`src/biquad_iir_filter_assert.svh`:
```
// assertion macros used by the biquad filter top level
`ifndef BIQUAD_IIR_FILTER_ASSERT_SVH
`define BIQUAD_IIR_FILTER_ASSERT_SVH

// condition checked in the same cycle as the trigger
`define BQ_ASSERT_SAME(lbl, ante, cons) \
  lbl: assert property (@(posedge clk) disable iff (!rst_n) (ante) |-> (cons)) \
    else $error("biquad assertion failed");

// condition checked in the cycle after the trigger
`define BQ_ASSERT_NEXT(lbl, ante, cons) \
  lbl: assert property (@(posedge clk) disable iff (!rst_n) (ante) |=> (cons)) \
    else $error("biquad assertion failed");

`endif

```
`src/bq_pkg.sv`:
```
// types, constants, microcode table and rounding for the biquad filter
`timescale 1ns / 1ps
`default_nettype none

package bq_pkg;

  localparam int SAMPLE_W  = 24;
  localparam int COEF_W    = 18;
  localparam int FRAC_BITS = 14;
  localparam int PROD_W    = SAMPLE_W + COEF_W;
  // five products summed, plus headroom
  localparam int ACC_W     = PROD_W + 3;
  localparam int RND_W     = ACC_W + 1;
  localparam int SHR_W     = RND_W - FRAC_BITS;
  localparam int IDX_W     = 3;
  localparam int PC_W      = 4;

  localparam logic signed [COEF_W-1:0] COEF_ONE = COEF_W'(1) << FRAC_BITS;
  localparam logic signed [COEF_W-1:0] COEF_ZERO = '0;
  localparam logic signed [RND_W-1:0] ROUND_HALF = RND_W'(1) << (FRAC_BITS - 1);
  localparam logic signed [SAMPLE_W-1:0] SAT_MAX = {1'b0, {(SAMPLE_W-1){1'b1}}};
  localparam logic signed [SAMPLE_W-1:0] SAT_MIN = {1'b1, {(SAMPLE_W-1){1'b0}}};

  // configuration register indexes
  localparam logic [IDX_W-1:0] REG_B0   = IDX_W'(0);
  localparam logic [IDX_W-1:0] REG_B1   = IDX_W'(1);
  localparam logic [IDX_W-1:0] REG_B2   = IDX_W'(2);
  localparam logic [IDX_W-1:0] REG_A1   = IDX_W'(3);
  localparam logic [IDX_W-1:0] REG_A2   = IDX_W'(4);
  localparam logic [IDX_W-1:0] REG_GAIN = IDX_W'(5);

  // program addresses
  localparam logic [PC_W-1:0] STEP_IDLE  = PC_W'(0);
  localparam logic [PC_W-1:0] STEP_FIRST = PC_W'(1);
  localparam logic [PC_W-1:0] STEP_LAST  = PC_W'(9);

  // which coefficient and which sample feed the multiplier
  typedef enum logic [2:0] {
    TERM_GAIN,
    TERM_B0,
    TERM_B1,
    TERM_B2,
    TERM_A1,
    TERM_A2
  } term_t;

  typedef enum logic [1:0] {
    ACC_HOLD,
    ACC_LOAD,
    ACC_ADD,
    ACC_SUB
  } acc_op_t;

  typedef enum logic [1:0] {
    JMP_NEXT,     // fall through
    JMP_WAIT_IN,  // stay until an item is taken
    JMP_DONE      // back to idle once the output register is free
  } jmp_t;

  typedef struct packed {
    term_t   term;
    acc_op_t acc_op;
    logic    xs_ld;
    logic    y_ld;
    jmp_t    jmp;
  } ucode_t;

  typedef struct packed {
    logic    load_in;
    logic    clear_hist;
    term_t   term;
    acc_op_t acc_op;
    logic    xs_ld;
    logic    y_ld;
  } dp_ctl_t;

  typedef struct packed {
    logic signed [COEF_W-1:0] b0;
    logic signed [COEF_W-1:0] b1;
    logic signed [COEF_W-1:0] b2;
    logic signed [COEF_W-1:0] a1;
    logic signed [COEF_W-1:0] a2;
    logic signed [COEF_W-1:0] gain;
  } coef_set_t;

  // microcode rom: product registered one step, accumulated the next
  function automatic ucode_t ucode(input logic [PC_W-1:0] pc);
    ucode_t w;
    w = '{term: TERM_GAIN, acc_op: ACC_HOLD, xs_ld: 1'b0, y_ld: 1'b0, jmp: JMP_NEXT};
    case (pc)
      PC_W'(0): w.jmp    = JMP_WAIT_IN;
      PC_W'(1): w.term   = TERM_GAIN;
      PC_W'(2): w.xs_ld  = 1'b1;
      PC_W'(3): w.term   = TERM_B0;
      PC_W'(4): begin
        w.term   = TERM_B1;
        w.acc_op = ACC_LOAD;
      end
      PC_W'(5): begin
        w.term   = TERM_B2;
        w.acc_op = ACC_ADD;
      end
      PC_W'(6): begin
        w.term   = TERM_A1;
        w.acc_op = ACC_ADD;
      end
      PC_W'(7): begin
        w.term   = TERM_A2;
        w.acc_op = ACC_SUB;
      end
      PC_W'(8): w.acc_op = ACC_SUB;
      PC_W'(9): begin
        w.y_ld = 1'b1;
        w.jmp  = JMP_DONE;
      end
      default: w.jmp = JMP_DONE;
    endcase
    return w;
  endfunction

  // round half up, drop fraction bits, clamp to sample range
  function automatic logic signed [SAMPLE_W-1:0] round_sat(
    input logic signed [ACC_W-1:0] v
  );
    logic signed [RND_W-1:0] t;
    logic signed [SHR_W-1:0] r;
    t = RND_W'(v) + ROUND_HALF;
    r = t[RND_W-1:FRAC_BITS];
    if (r > SHR_W'(SAT_MAX)) begin
      return SAT_MAX;
    end else if (r < SHR_W'(SAT_MIN)) begin
      return SAT_MIN;
    end
    return SAMPLE_W'(r);
  endfunction

endpackage

`default_nettype wire

```
`src/bq_datapath.sv`:
```
// shared multiplier, accumulator and sample history of the biquad filter
`timescale 1ns / 1ps
`default_nettype none

module bq_datapath (
  input  wire                                  clk,
  input  wire                                  rst_n,
  input  wire bq_pkg::dp_ctl_t                 ctl,
  input  wire bq_pkg::coef_set_t               coefs,
  input  wire logic signed [bq_pkg::SAMPLE_W-1:0] sample_in,
  output logic signed [bq_pkg::SAMPLE_W-1:0]   sample_out
);

  logic signed [bq_pkg::SAMPLE_W-1:0] x_r, xs_r;
  logic signed [bq_pkg::SAMPLE_W-1:0] x1_r, x1_nxt, x2_r, x2_nxt;
  logic signed [bq_pkg::SAMPLE_W-1:0] y1_r, y1_nxt, y2_r, y2_nxt;
  logic signed [bq_pkg::SAMPLE_W-1:0] out_r, y_new;
  logic signed [bq_pkg::PROD_W-1:0]   prod_r, prod_nxt;
  logic signed [bq_pkg::ACC_W-1:0]    acc_r, acc_nxt;
  logic signed [bq_pkg::COEF_W-1:0]   coef_sel;
  logic signed [bq_pkg::SAMPLE_W-1:0] data_sel;

  always_comb begin
    case (ctl.term)
      bq_pkg::TERM_GAIN: begin
        coef_sel = coefs.gain;
        data_sel = x_r;
      end
      bq_pkg::TERM_B0: begin
        coef_sel = coefs.b0;
        data_sel = xs_r;
      end
      bq_pkg::TERM_B1: begin
        coef_sel = coefs.b1;
        data_sel = x1_r;
      end
      bq_pkg::TERM_B2: begin
        coef_sel = coefs.b2;
        data_sel = x2_r;
      end
      bq_pkg::TERM_A1: begin
        coef_sel = coefs.a1;
        data_sel = y1_r;
      end
      bq_pkg::TERM_A2: begin
        coef_sel = coefs.a2;
        data_sel = y2_r;
      end
      default: begin
        coef_sel = coefs.gain;
        data_sel = x_r;
      end
    endcase
  end

  assign prod_nxt = bq_pkg::PROD_W'(coef_sel) * bq_pkg::PROD_W'(data_sel);

  always_comb begin
    case (ctl.acc_op)
      bq_pkg::ACC_LOAD: acc_nxt = bq_pkg::ACC_W'(prod_r);
      bq_pkg::ACC_ADD:  acc_nxt = acc_r + bq_pkg::ACC_W'(prod_r);
      bq_pkg::ACC_SUB:  acc_nxt = acc_r - bq_pkg::ACC_W'(prod_r);
      default:          acc_nxt = acc_r;
    endcase
  end

  assign y_new = bq_pkg::round_sat(acc_r);

  // history: cleared on a flagged item, shifted when a result is posted
  always_comb begin
    x1_nxt = x1_r;
    x2_nxt = x2_r;
    y1_nxt = y1_r;
    y2_nxt = y2_r;
    if (ctl.load_in && ctl.clear_hist) begin
      x1_nxt = '0;
      x2_nxt = '0;
      y1_nxt = '0;
      y2_nxt = '0;
    end else if (ctl.y_ld) begin
      x1_nxt = xs_r;
      x2_nxt = x1_r;
      y1_nxt = y_new;
      y2_nxt = y1_r;
    end
  end

  always_ff @(posedge clk) begin
    if (!rst_n) begin
      x1_r <= '0;
      x2_r <= '0;
      y1_r <= '0;
      y2_r <= '0;
    end else begin
      x1_r <= x1_nxt;
      x2_r <= x2_nxt;
      y1_r <= y1_nxt;
      y2_r <= y2_nxt;
    end
  end

  always_ff @(posedge clk) begin
    prod_r <= prod_nxt;
    acc_r  <= acc_nxt;
    if (ctl.load_in) begin
      x_r <= sample_in;
    end
    if (ctl.xs_ld) begin
      xs_r <= bq_pkg::round_sat(bq_pkg::ACC_W'(prod_r));
    end
    if (ctl.y_ld) begin
      out_r <= y_new;
    end
  end

  assign sample_out = out_r;

endmodule

`default_nettype wire

```
`src/biquad_iir_filter.sv`:
```
// top level of the direct form I biquad filter with microcoded control
// Biquad IIR filter, direct form I, coefficients and gain in signed Q4.14.
// Each item's sample is scaled by the gain, rounded and saturated, then
// y = b0*x + b1*x1 + b2*x2 - a1*y1 - a2*y2 is summed at full width, rounded
// half up, shifted by 14 and saturated to 24 bits. One multiplier is shared
// by all six products under a ten-word microcode program (idle step plus
// nine work steps); an item is accepted only at the idle step. The finished
// sample sits in an output register, so the next item is taken while it
// waits; a new result only stalls if the previous one is still not taken.
// Setting clear_history zeroes the stored history before that item is
// filtered. Coefficients are written through cfg_we/cfg_index/cfg_wdata;
// the user must write them only while the block is idle, as the block
// itself does not enforce this; an index past the gain register is ignored.
`timescale 1ns / 1ps
`default_nettype none
`include "biquad_iir_filter_assert.svh"

module biquad_iir_filter (
  input  wire                                     clk,
  input  wire                                     rst_n,
  // input item channel
  input  wire                                     in_valid,
  output logic                                    in_ready,
  input  wire logic signed [bq_pkg::SAMPLE_W-1:0] in_sample_in,
  input  wire                                     in_clear_history,
  // result channel
  output logic                                    out_valid,
  input  wire                                     out_ready,
  output logic signed [bq_pkg::SAMPLE_W-1:0]      out_sample_out,
  // configuration write port
  input  wire                                     cfg_we,
  input  wire [bq_pkg::IDX_W-1:0]                 cfg_index,
  input  wire [bq_pkg::COEF_W-1:0]                cfg_wdata
);

  logic [bq_pkg::PC_W-1:0] pc_r, pc_nxt;
  logic                    out_valid_r, out_valid_nxt;
  bq_pkg::coef_set_t       coef_r, coef_nxt;
  bq_pkg::ucode_t          uw;
  bq_pkg::dp_ctl_t         dp_ctl;
  logic                    in_take;
  logic                    out_busy;

  // current control word straight from the rom
  assign uw       = bq_pkg::ucode(pc_r);
  assign in_ready = (uw.jmp == bq_pkg::JMP_WAIT_IN);
  assign in_take  = in_valid && in_ready;
  // output register still holds an untaken item
  assign out_busy = out_valid_r && !out_ready;

  // sequencer: step counter with wait conditions
  always_comb begin
    case (uw.jmp)
      bq_pkg::JMP_WAIT_IN: pc_nxt = in_take ? pc_r + bq_pkg::PC_W'(1) : pc_r;
      bq_pkg::JMP_DONE:    pc_nxt = out_busy ? pc_r : bq_pkg::STEP_IDLE;
      default:             pc_nxt = pc_r + bq_pkg::PC_W'(1);
    endcase
  end

  // datapath controls; result load is held back while the output is occupied
  always_comb begin
    dp_ctl.load_in    = in_take;
    dp_ctl.clear_hist = in_clear_history;
    dp_ctl.term       = uw.term;
    dp_ctl.acc_op     = uw.acc_op;
    dp_ctl.xs_ld      = uw.xs_ld;
    dp_ctl.y_ld       = uw.y_ld && !out_busy;
  end

  always_comb begin
    out_valid_nxt = out_valid_r && !out_ready;
    if (dp_ctl.y_ld) begin
      out_valid_nxt = 1'b1;
    end
  end

  // coefficient registers
  always_comb begin
    coef_nxt = coef_r;
    if (cfg_we) begin
      case (cfg_index)
        bq_pkg::REG_B0:   coef_nxt.b0   = cfg_wdata;
        bq_pkg::REG_B1:   coef_nxt.b1   = cfg_wdata;
        bq_pkg::REG_B2:   coef_nxt.b2   = cfg_wdata;
        bq_pkg::REG_A1:   coef_nxt.a1   = cfg_wdata;
        bq_pkg::REG_A2:   coef_nxt.a2   = cfg_wdata;
        bq_pkg::REG_GAIN: coef_nxt.gain = cfg_wdata;
        default: ;
      endcase
    end
  end

  always_ff @(posedge clk) begin
    if (!rst_n) begin
      pc_r        <= bq_pkg::STEP_IDLE;
      out_valid_r <= 1'b0;
      coef_r      <= '{b0: bq_pkg::COEF_ONE, b1: bq_pkg::COEF_ZERO,
                       b2: bq_pkg::COEF_ZERO, a1: bq_pkg::COEF_ZERO,
                       a2: bq_pkg::COEF_ZERO, gain: bq_pkg::COEF_ONE};
    end else begin
      pc_r        <= pc_nxt;
      out_valid_r <= out_valid_nxt;
      coef_r      <= coef_nxt;
    end
  end

  bq_datapath u_datapath (
    .clk        (clk),
    .rst_n      (rst_n),
    .ctl        (dp_ctl),
    .coefs      (coef_r),
    .sample_in  (in_sample_in),
    .sample_out (out_sample_out)
  );

  assign out_valid = out_valid_r;

  // an accepted item always starts at the first work step
  `BQ_ASSERT_NEXT(a_accept_starts, in_take, pc_r == bq_pkg::STEP_FIRST)
  // the program counter never leaves the program
  `BQ_ASSERT_SAME(a_pc_in_range, 1'b1, pc_r <= bq_pkg::STEP_LAST)
  // a posted result shows up as a valid output in the next cycle
  `BQ_ASSERT_NEXT(a_result_posted, dp_ctl.y_ld, out_valid_r)
  // the final step waits while the output register is occupied
  `BQ_ASSERT_NEXT(a_done_holds, uw.jmp == bq_pkg::JMP_DONE && out_busy,
                  pc_r == bq_pkg::STEP_LAST && !in_ready)

endmodule

`default_nettype wire

```
`config.mk`:
```
export PLATFORM = sky130hd
export DESIGN_NAME = biquad_iir_filter
export DESIGN_NICKNAME = d
export VERILOG_FILES = /design/src/bq_pkg.sv /design/src/bq_datapath.sv /design/src/biquad_iir_filter.sv
export VERILOG_INCLUDE_DIRS = /design/src /design/src/src
export SDC_FILE = /design/constraint.sdc
export NUM_CORES = 2
export LEC_CHECK = 0
export ABC_AREA = 1
export BUFFER_PORTS_ARGS = -buffer_cell sky130_fd_sc_hd__buf_2
export CORE_UTILIZATION = 60
export DETAILED_ROUTE_END_ITERATION = 16
export GPL_TIMING_DRIVEN = 0
export PLACE_DENSITY = 0.81
export SETUP_SLACK_MARGIN = 0.2
export SLEW_MARGIN = 15
export SYNTH_ARGS = -nofsm -noshare
export SYNTH_HDL_FRONTEND = slang
export SYNTH_SLANG_ARGS = --single-unit
```
`constraint.sdc`:
```
create_clock -name clk -period 9.8 [get_ports clk]
set_input_delay 2.94 -clock clk [delete_from_list [all_inputs] [get_ports clk]]
set_output_delay 2.94 -clock clk [all_outputs]
set_load 0.005 [all_outputs]
```
# Word level (Yosys, flattened, before mapping)
# Cells that the tools add are included.
[totals]
n_memories = 0
ram_bits = 0
latchBits = 0
rom_bits = 0
ff_bits = 368
input_bits = 51
[classes]
n_eq_ne = 26
n_bitwise = 1
muxes = 23
multipliers = 1
addsub = 5
n_lt_le_gt_ge = 4
n_div = 0
reduce_logical = 20
shifts = 0
[op_table]
columns = ["cell", "n"]
rows = [
  ["$mux W24", 6],
  ["$pmux W45 S3", 1],
  ["$pmux W24 S5", 1],
  ["$pmux W18 S5", 1],
  ["$gt A32 B24 Y1 const B", 2],
  ["$lt A32 B24 Y1 const B", 2],
  ["$add A45 B15 Y46 const B", 1],
  ["$add A45 B42 Y45", 1],
  ["$sub A45 B42 Y45", 1],
  ["$add A42 B15 Y43 const B", 1],
  ["$mul A18 B24 Y42", 1],
  ["$eq A4 B3 Y1 const B", 4],
  ["$pmux W3 S5", 1],
  ["$reduce_and A2 Y1", 7],
  ["$eq A3 B2 Y1 const B", 4],
  ["$eq A3 B3 Y1 const B", 4],
  ["$eq A4 B2 Y1 const B", 2],
  ["$eq A4 B4 Y1 const B", 2],
  ["$mux W1", 8],
  ["$mux W4", 2],
  ["$pmux W4 S2", 1],
  ["$reduce_or A8 Y1", 1],
  ["$eq A2 B2 Y1 const B", 3],
  ["$eq A3 B1 Y1 const B", 2],
  ["14 further kinds", 21],
]

# Depth between registers and ports, before layout
[logic_depth]
depth_word = 7
depth_mapped = 42
mapped_depth_nobuf = 40

# By module
# From an unflattened synthesis, not the netlist that was laid out.
[hier_totals]
cells_unflattened = 4809
hier_area_um2 = 36397.4
[modules_own_cells]
columns = ["module", "cells_each", "seq_area_each_um2", "area_each_um2", "n_inst"]
rows = [
  ["bq_datapath", 4266, 6276.0, 32182.1, 1],
  ["biquad_iir_filter", 543, 2262.2, 4215.3, 1],
]

# Least setup slack after synthesis
# No wires, ideal clock.
[synth_timing]
path_kind = "reg2reg"
from = "register pc_r[0] (netlist name)"
to = "register u_datapath.prod_r[41] (netlist name)"
path_slack_ns = 2.472
path_buffers = 1
setup_time_ns = 0.072
period_less_slack_ns = 7.328
t_required_ns = 9.728
stages_incl_launch_ff = 37
t_arrival_ns = 7.256
cell_sequence = "dfxtp_1 inv_1 ha_1 nor2_1 nor2_4 nor2_4 nand2_2 inv_2 nand2_1 nand3_1 inv_1 a31oi_4 inv_2 buf_2 nor2_2 inv_1 fa_1 inv_1 fa_1 inv_1 fa_1 inv_1 fa_1 fa_1 inv_1 fa_1 inv_1 ha_1 nand2_1 nor2_1 nand2_1 nor4_1 nand3_1 nand4_1 nand2_1 nand2_1 xor2_1"
[synth_via]
elab_chain_cells = 5
elab_cells_between_ends = 14
cone_classes = "mul: 1; eq/ne: 10; mux: 3"
[synth_lines]
columns = ["item", "line", "text"]
rows = [
  ["start: declaration", "biquad_iir_filter.sv:36", "logic [bq_pkg::PC_W-1:0] pc_r, pc_nxt;"],
  ["start signal: assignment", "biquad_iir_filter.sv:95", "pc_r <= bq_pkg::STEP_IDLE;"],
  ["start signal: assignment", "biquad_iir_filter.sv:101", "pc_r <= pc_nxt;"],
  ["$eq A4 B3 Y1 / $eq A4 B2 Y1 (equally long branches)", "bq_pkg.sv:90", "case (pc)"],
  ["$pmux W3 S5 (*)", "bq_pkg.sv:90", ""],
  ["$eq A3 B3 Y1, or another cell as far along", "bq_datapath.sv:24", "case (ctl.term)"],
  ["$pmux W18 S5 / $pmux W24 S5 (equally long branches)", "bq_datapath.sv:24", ""],
  ["$mul A18 B24 Y42 (*)", "bq_datapath.sv:56", "assign prod_nxt = bq_pkg::PROD_W'(coef_sel) * bq_pkg::PROD_W'(data_sel);"],
  ["named net u_datapath.prod_nxt, one bit", "bq_datapath.sv:18", "logic signed [bq_pkg::PROD_W-1:0] prod_r, prod_nxt;"],
  ["end signal: assignment", "bq_datapath.sv:103", "prod_r <= prod_nxt;"],
  ["end: declaration", "bq_datapath.sv:18", ""],
]
# The timed path passes the listed nets; every way through them passes the cells marked *.
# A chain may end at the register's enable or synchronous reset.

# Final worst setup path
[layout_timing]
from = "register pc_r[0] (netlist name)"
to = "register u_datapath.prod_r[35] (netlist name)"
# The elaborated chain is that of the path after synthesis.

==> flow_metrics.env <==
export IMPL_crit_slowest_cell="fa_1"
export IMPL_die_h_um=249
export IMPL_synthTopCellsByArea="fa_1 (23%), dfxtp_1 (14%), nand2_1 (11%)"
export IMPL_numCtsBuffers=42
export IMPL_ant_nets=0
export IMPL_finClkSkew_ps=18.7
export IMPL_largest_register_ffs=108
export IMPL_min_path_type="register to register"
export IMPL_grt_pass1_vias=32400
export IMPL_drc=0
export IMPL_clk_pin_slew_ps=60
export IMPL_ys_seq_area_frac=0.234
export IMPL_fin_util=0.652
export IMPL_yosys_area_top_type="fa_1"
export IMPL_cp_required_ps=10200
export IMPL_synth_area_mux_share=0
export IMPL_io_pins=77
export IMPL_yosysUniqueCellTypes=59
export IMPL_maxSlewViolCount=0
export IMPL_htreeDepth=2
export IMPL_relSlewSlack=0.244
export IMPL_placed_area_um2=37900
export IMPL_cp_arrival_ps=9740
export IMPL_dp_cells=5694
export IMPL_grt_setup_unrepaired="false"
export IMPL_fmax_mhz=107
export IMPL_die_x_um=249
export IMPL_fin_crit_ps=9340
export IMPL_max_cap_violations=0
export IMPL_status="finished, final reports clean"
export IMPL_reg_top3="coef_r: 108 flops, u_datapath.acc_r: 45 flops, u_datapath.prod_r: 42 flops"
export IMPL_tns_ps=0
export IMPL_clockBufferDepth=3
export IMPL_cp_end_kind="register"
export IMPL_final_cells=5772
export IMPL_clock_sinks=368
export IMPL_synth_compound_area_share=0.105
export IMPL_grt_overflow=0
export IMPL_synthSimpleGateAreaFrac=0.221
export IMPL_synthXorXnorAreaFrac=0.0329
export IMPL_area_growth_pct=7.62
export IMPL_drt_iter0_markers=4124
export IMPL_synthFlopType="dfxtp_1"
export IMPL_synth_enable_flop_cells=117
export IMPL_synth_nets=5466
export IMPL_worst_setup_path_type="register to register"
export IMPL_totalWireLength_mm=122
export IMPL_worst_slew_pin_slew_ps=1130
export IMPL_drive_gt1_frac=0.0678
export IMPL_synth_top_family_by_area="adder cells"
export IMPL_cpMostUsedCell="nand2_1"
export IMPL_netlist_area_um2=36500
export IMPL_synth_top_area_frac=0.234
export IMPL_port_buffers=76
export IMPL_fin_area_um2=39300
export IMPL_fp_coreArea_um2=60200
export IMPL_slowest_delay_ps=650
export IMPL_ys_warn_count=0
export IMPL_cp_start_kind="register"
export IMPL_grt_pass1_wl_mm=188
export IMPL_rows=90
export IMPL_cts_root_buf="clkbuf_16"
export IMPL_route_vias_total=33500
export IMPL_initial_utilization=0.606
export IMPL_holdBufCountCts=0
export IMPL_grt_util_all_layers=0.400
export IMPL_final_nets=5590
export IMPL_avgSynthCellArea_um2=7.55
export IMPL_first_pass_iters=8
export IMPL_regMostFlops="coef_r"
export IMPL_critPathMaxFanout=10
export IMPL_final_hold_violation_count=0
export IMPL_async_flop_share=0
export IMPL_grt_start_max_net_pins=34
export IMPL_wl_per_cell_um=21.2
export IMPL_yosys_area_share_adder=0.288
export IMPL_dieArea_um2=61800
export IMPL_setup_viol=0
export IMPL_vias_per_cell=5.81
export IMPL_antenna_found_initial=1
export IMPL_postSynthRegisterBits=368
export IMPL_clk_latency_ps=580
export IMPL_period_share=0.953
export IMPL_gp_congestion=1.06
export IMPL_cts_tree="built"
export IMPL_dp_hpwl_mm=99.6
export IMPL_postSynthCellCount=4832
## final timing paths
kind | start | endpoint | cells after the start | slack (ps)
worst min register to register | coef_r[52] | coef_r[52] | 2 | 460
worst min-delay path | coef_r[52] | coef_r[52] | 2 | 460
worst max-delay path | pc_r[0] | u_datapath.prod_r[35] | 34 | 460
worst max register to register | pc_r[0] | u_datapath.prod_r[35] | 34 | 460
## worst max-delay path, delay by kind of cell (launching register included)
kind	cells	cell delay, ps
fa+ha+maj	8	4040
buf+inv	11	2130
simple gates	11	1380
compound gates	3	650
xor+xnor	1	500
flops	1	430
## repair_timing
action	CTS	global route
endpoints found under the setup margin	0	3
buffers inserted	0	0
resized for setup	0	3
## cells by family (layout without fill, tap and decap cells)
kind of cell    count (synthesis)  in the layout
xor+xnor                      137            137
flops                         368            368
other cells                     0              2
buf+inv                      1108           1264
fa+ha+maj                     583            583
simple gates                 2000           2000
compound gates                636            636
## routing by layer
layer,global-route usage,share of wire
met3,0.109,0.12
met4,0.199,0.056
met1,0.540,0.39
met2,0.594,0.43
met5,0,0.000090
## Yosys cell counts (all sizes together), types with 2 or more instances
cell and n:
a211oi 3, a21boi 11, a21o 16, a21oi 240, a22o 3, a31oi 25
and3 3, buf 100, clkbuf 63, clkinv 6, dfxtp 251, edfxtp 117
fa 426, ha 157, inv 939, nand2 1097, nand3 156, nand3b 7
nand4 42, nor2 624, nor3 46, nor4 8, o2111ai 4, o211ai 34
o21a 9, o21ai 239, o21bai 11, o221ai 2, o22ai 26, o32ai 10
or2 14, xnor2 33, xor2 104
## per-stage QoR
step	hold WS, ps	setup slack (ps)
floorplan	424	2470
global placement	438	868
detailed placement	444	820
CTS	453	779
global route	472	269
finish	457	463
## layout by cell type, fill, tap and decap left out, drive strengths merged, types with 117 or more instances in the layout
master,netlist,final
inv,939,942
edfxtp,117,117
nand2,1097,1097
o21ai,239,239
ha,157,157
buf,100,180
clkbuf,63,124
nor2,624,624
fa,426,426
a21oi,240,240
nand3,156,156
dfxtp,251,251
## layout make-up
cell class              count  area (um^2)
fillers                  5271        21000
multi-input cells        3356        23600
repair buffers             80          434
inverters                 945         3550
diodes                      2         5.00
well taps                 782          978
clock inverters            15          124
plain buffers             163          818
flip-flops and latches    368         8540
clock buffers              61         1210
Power is left out: the tool's default activity adds up to more than one toggle a clock period on the data nets, which glitch-free logic cannot reach.
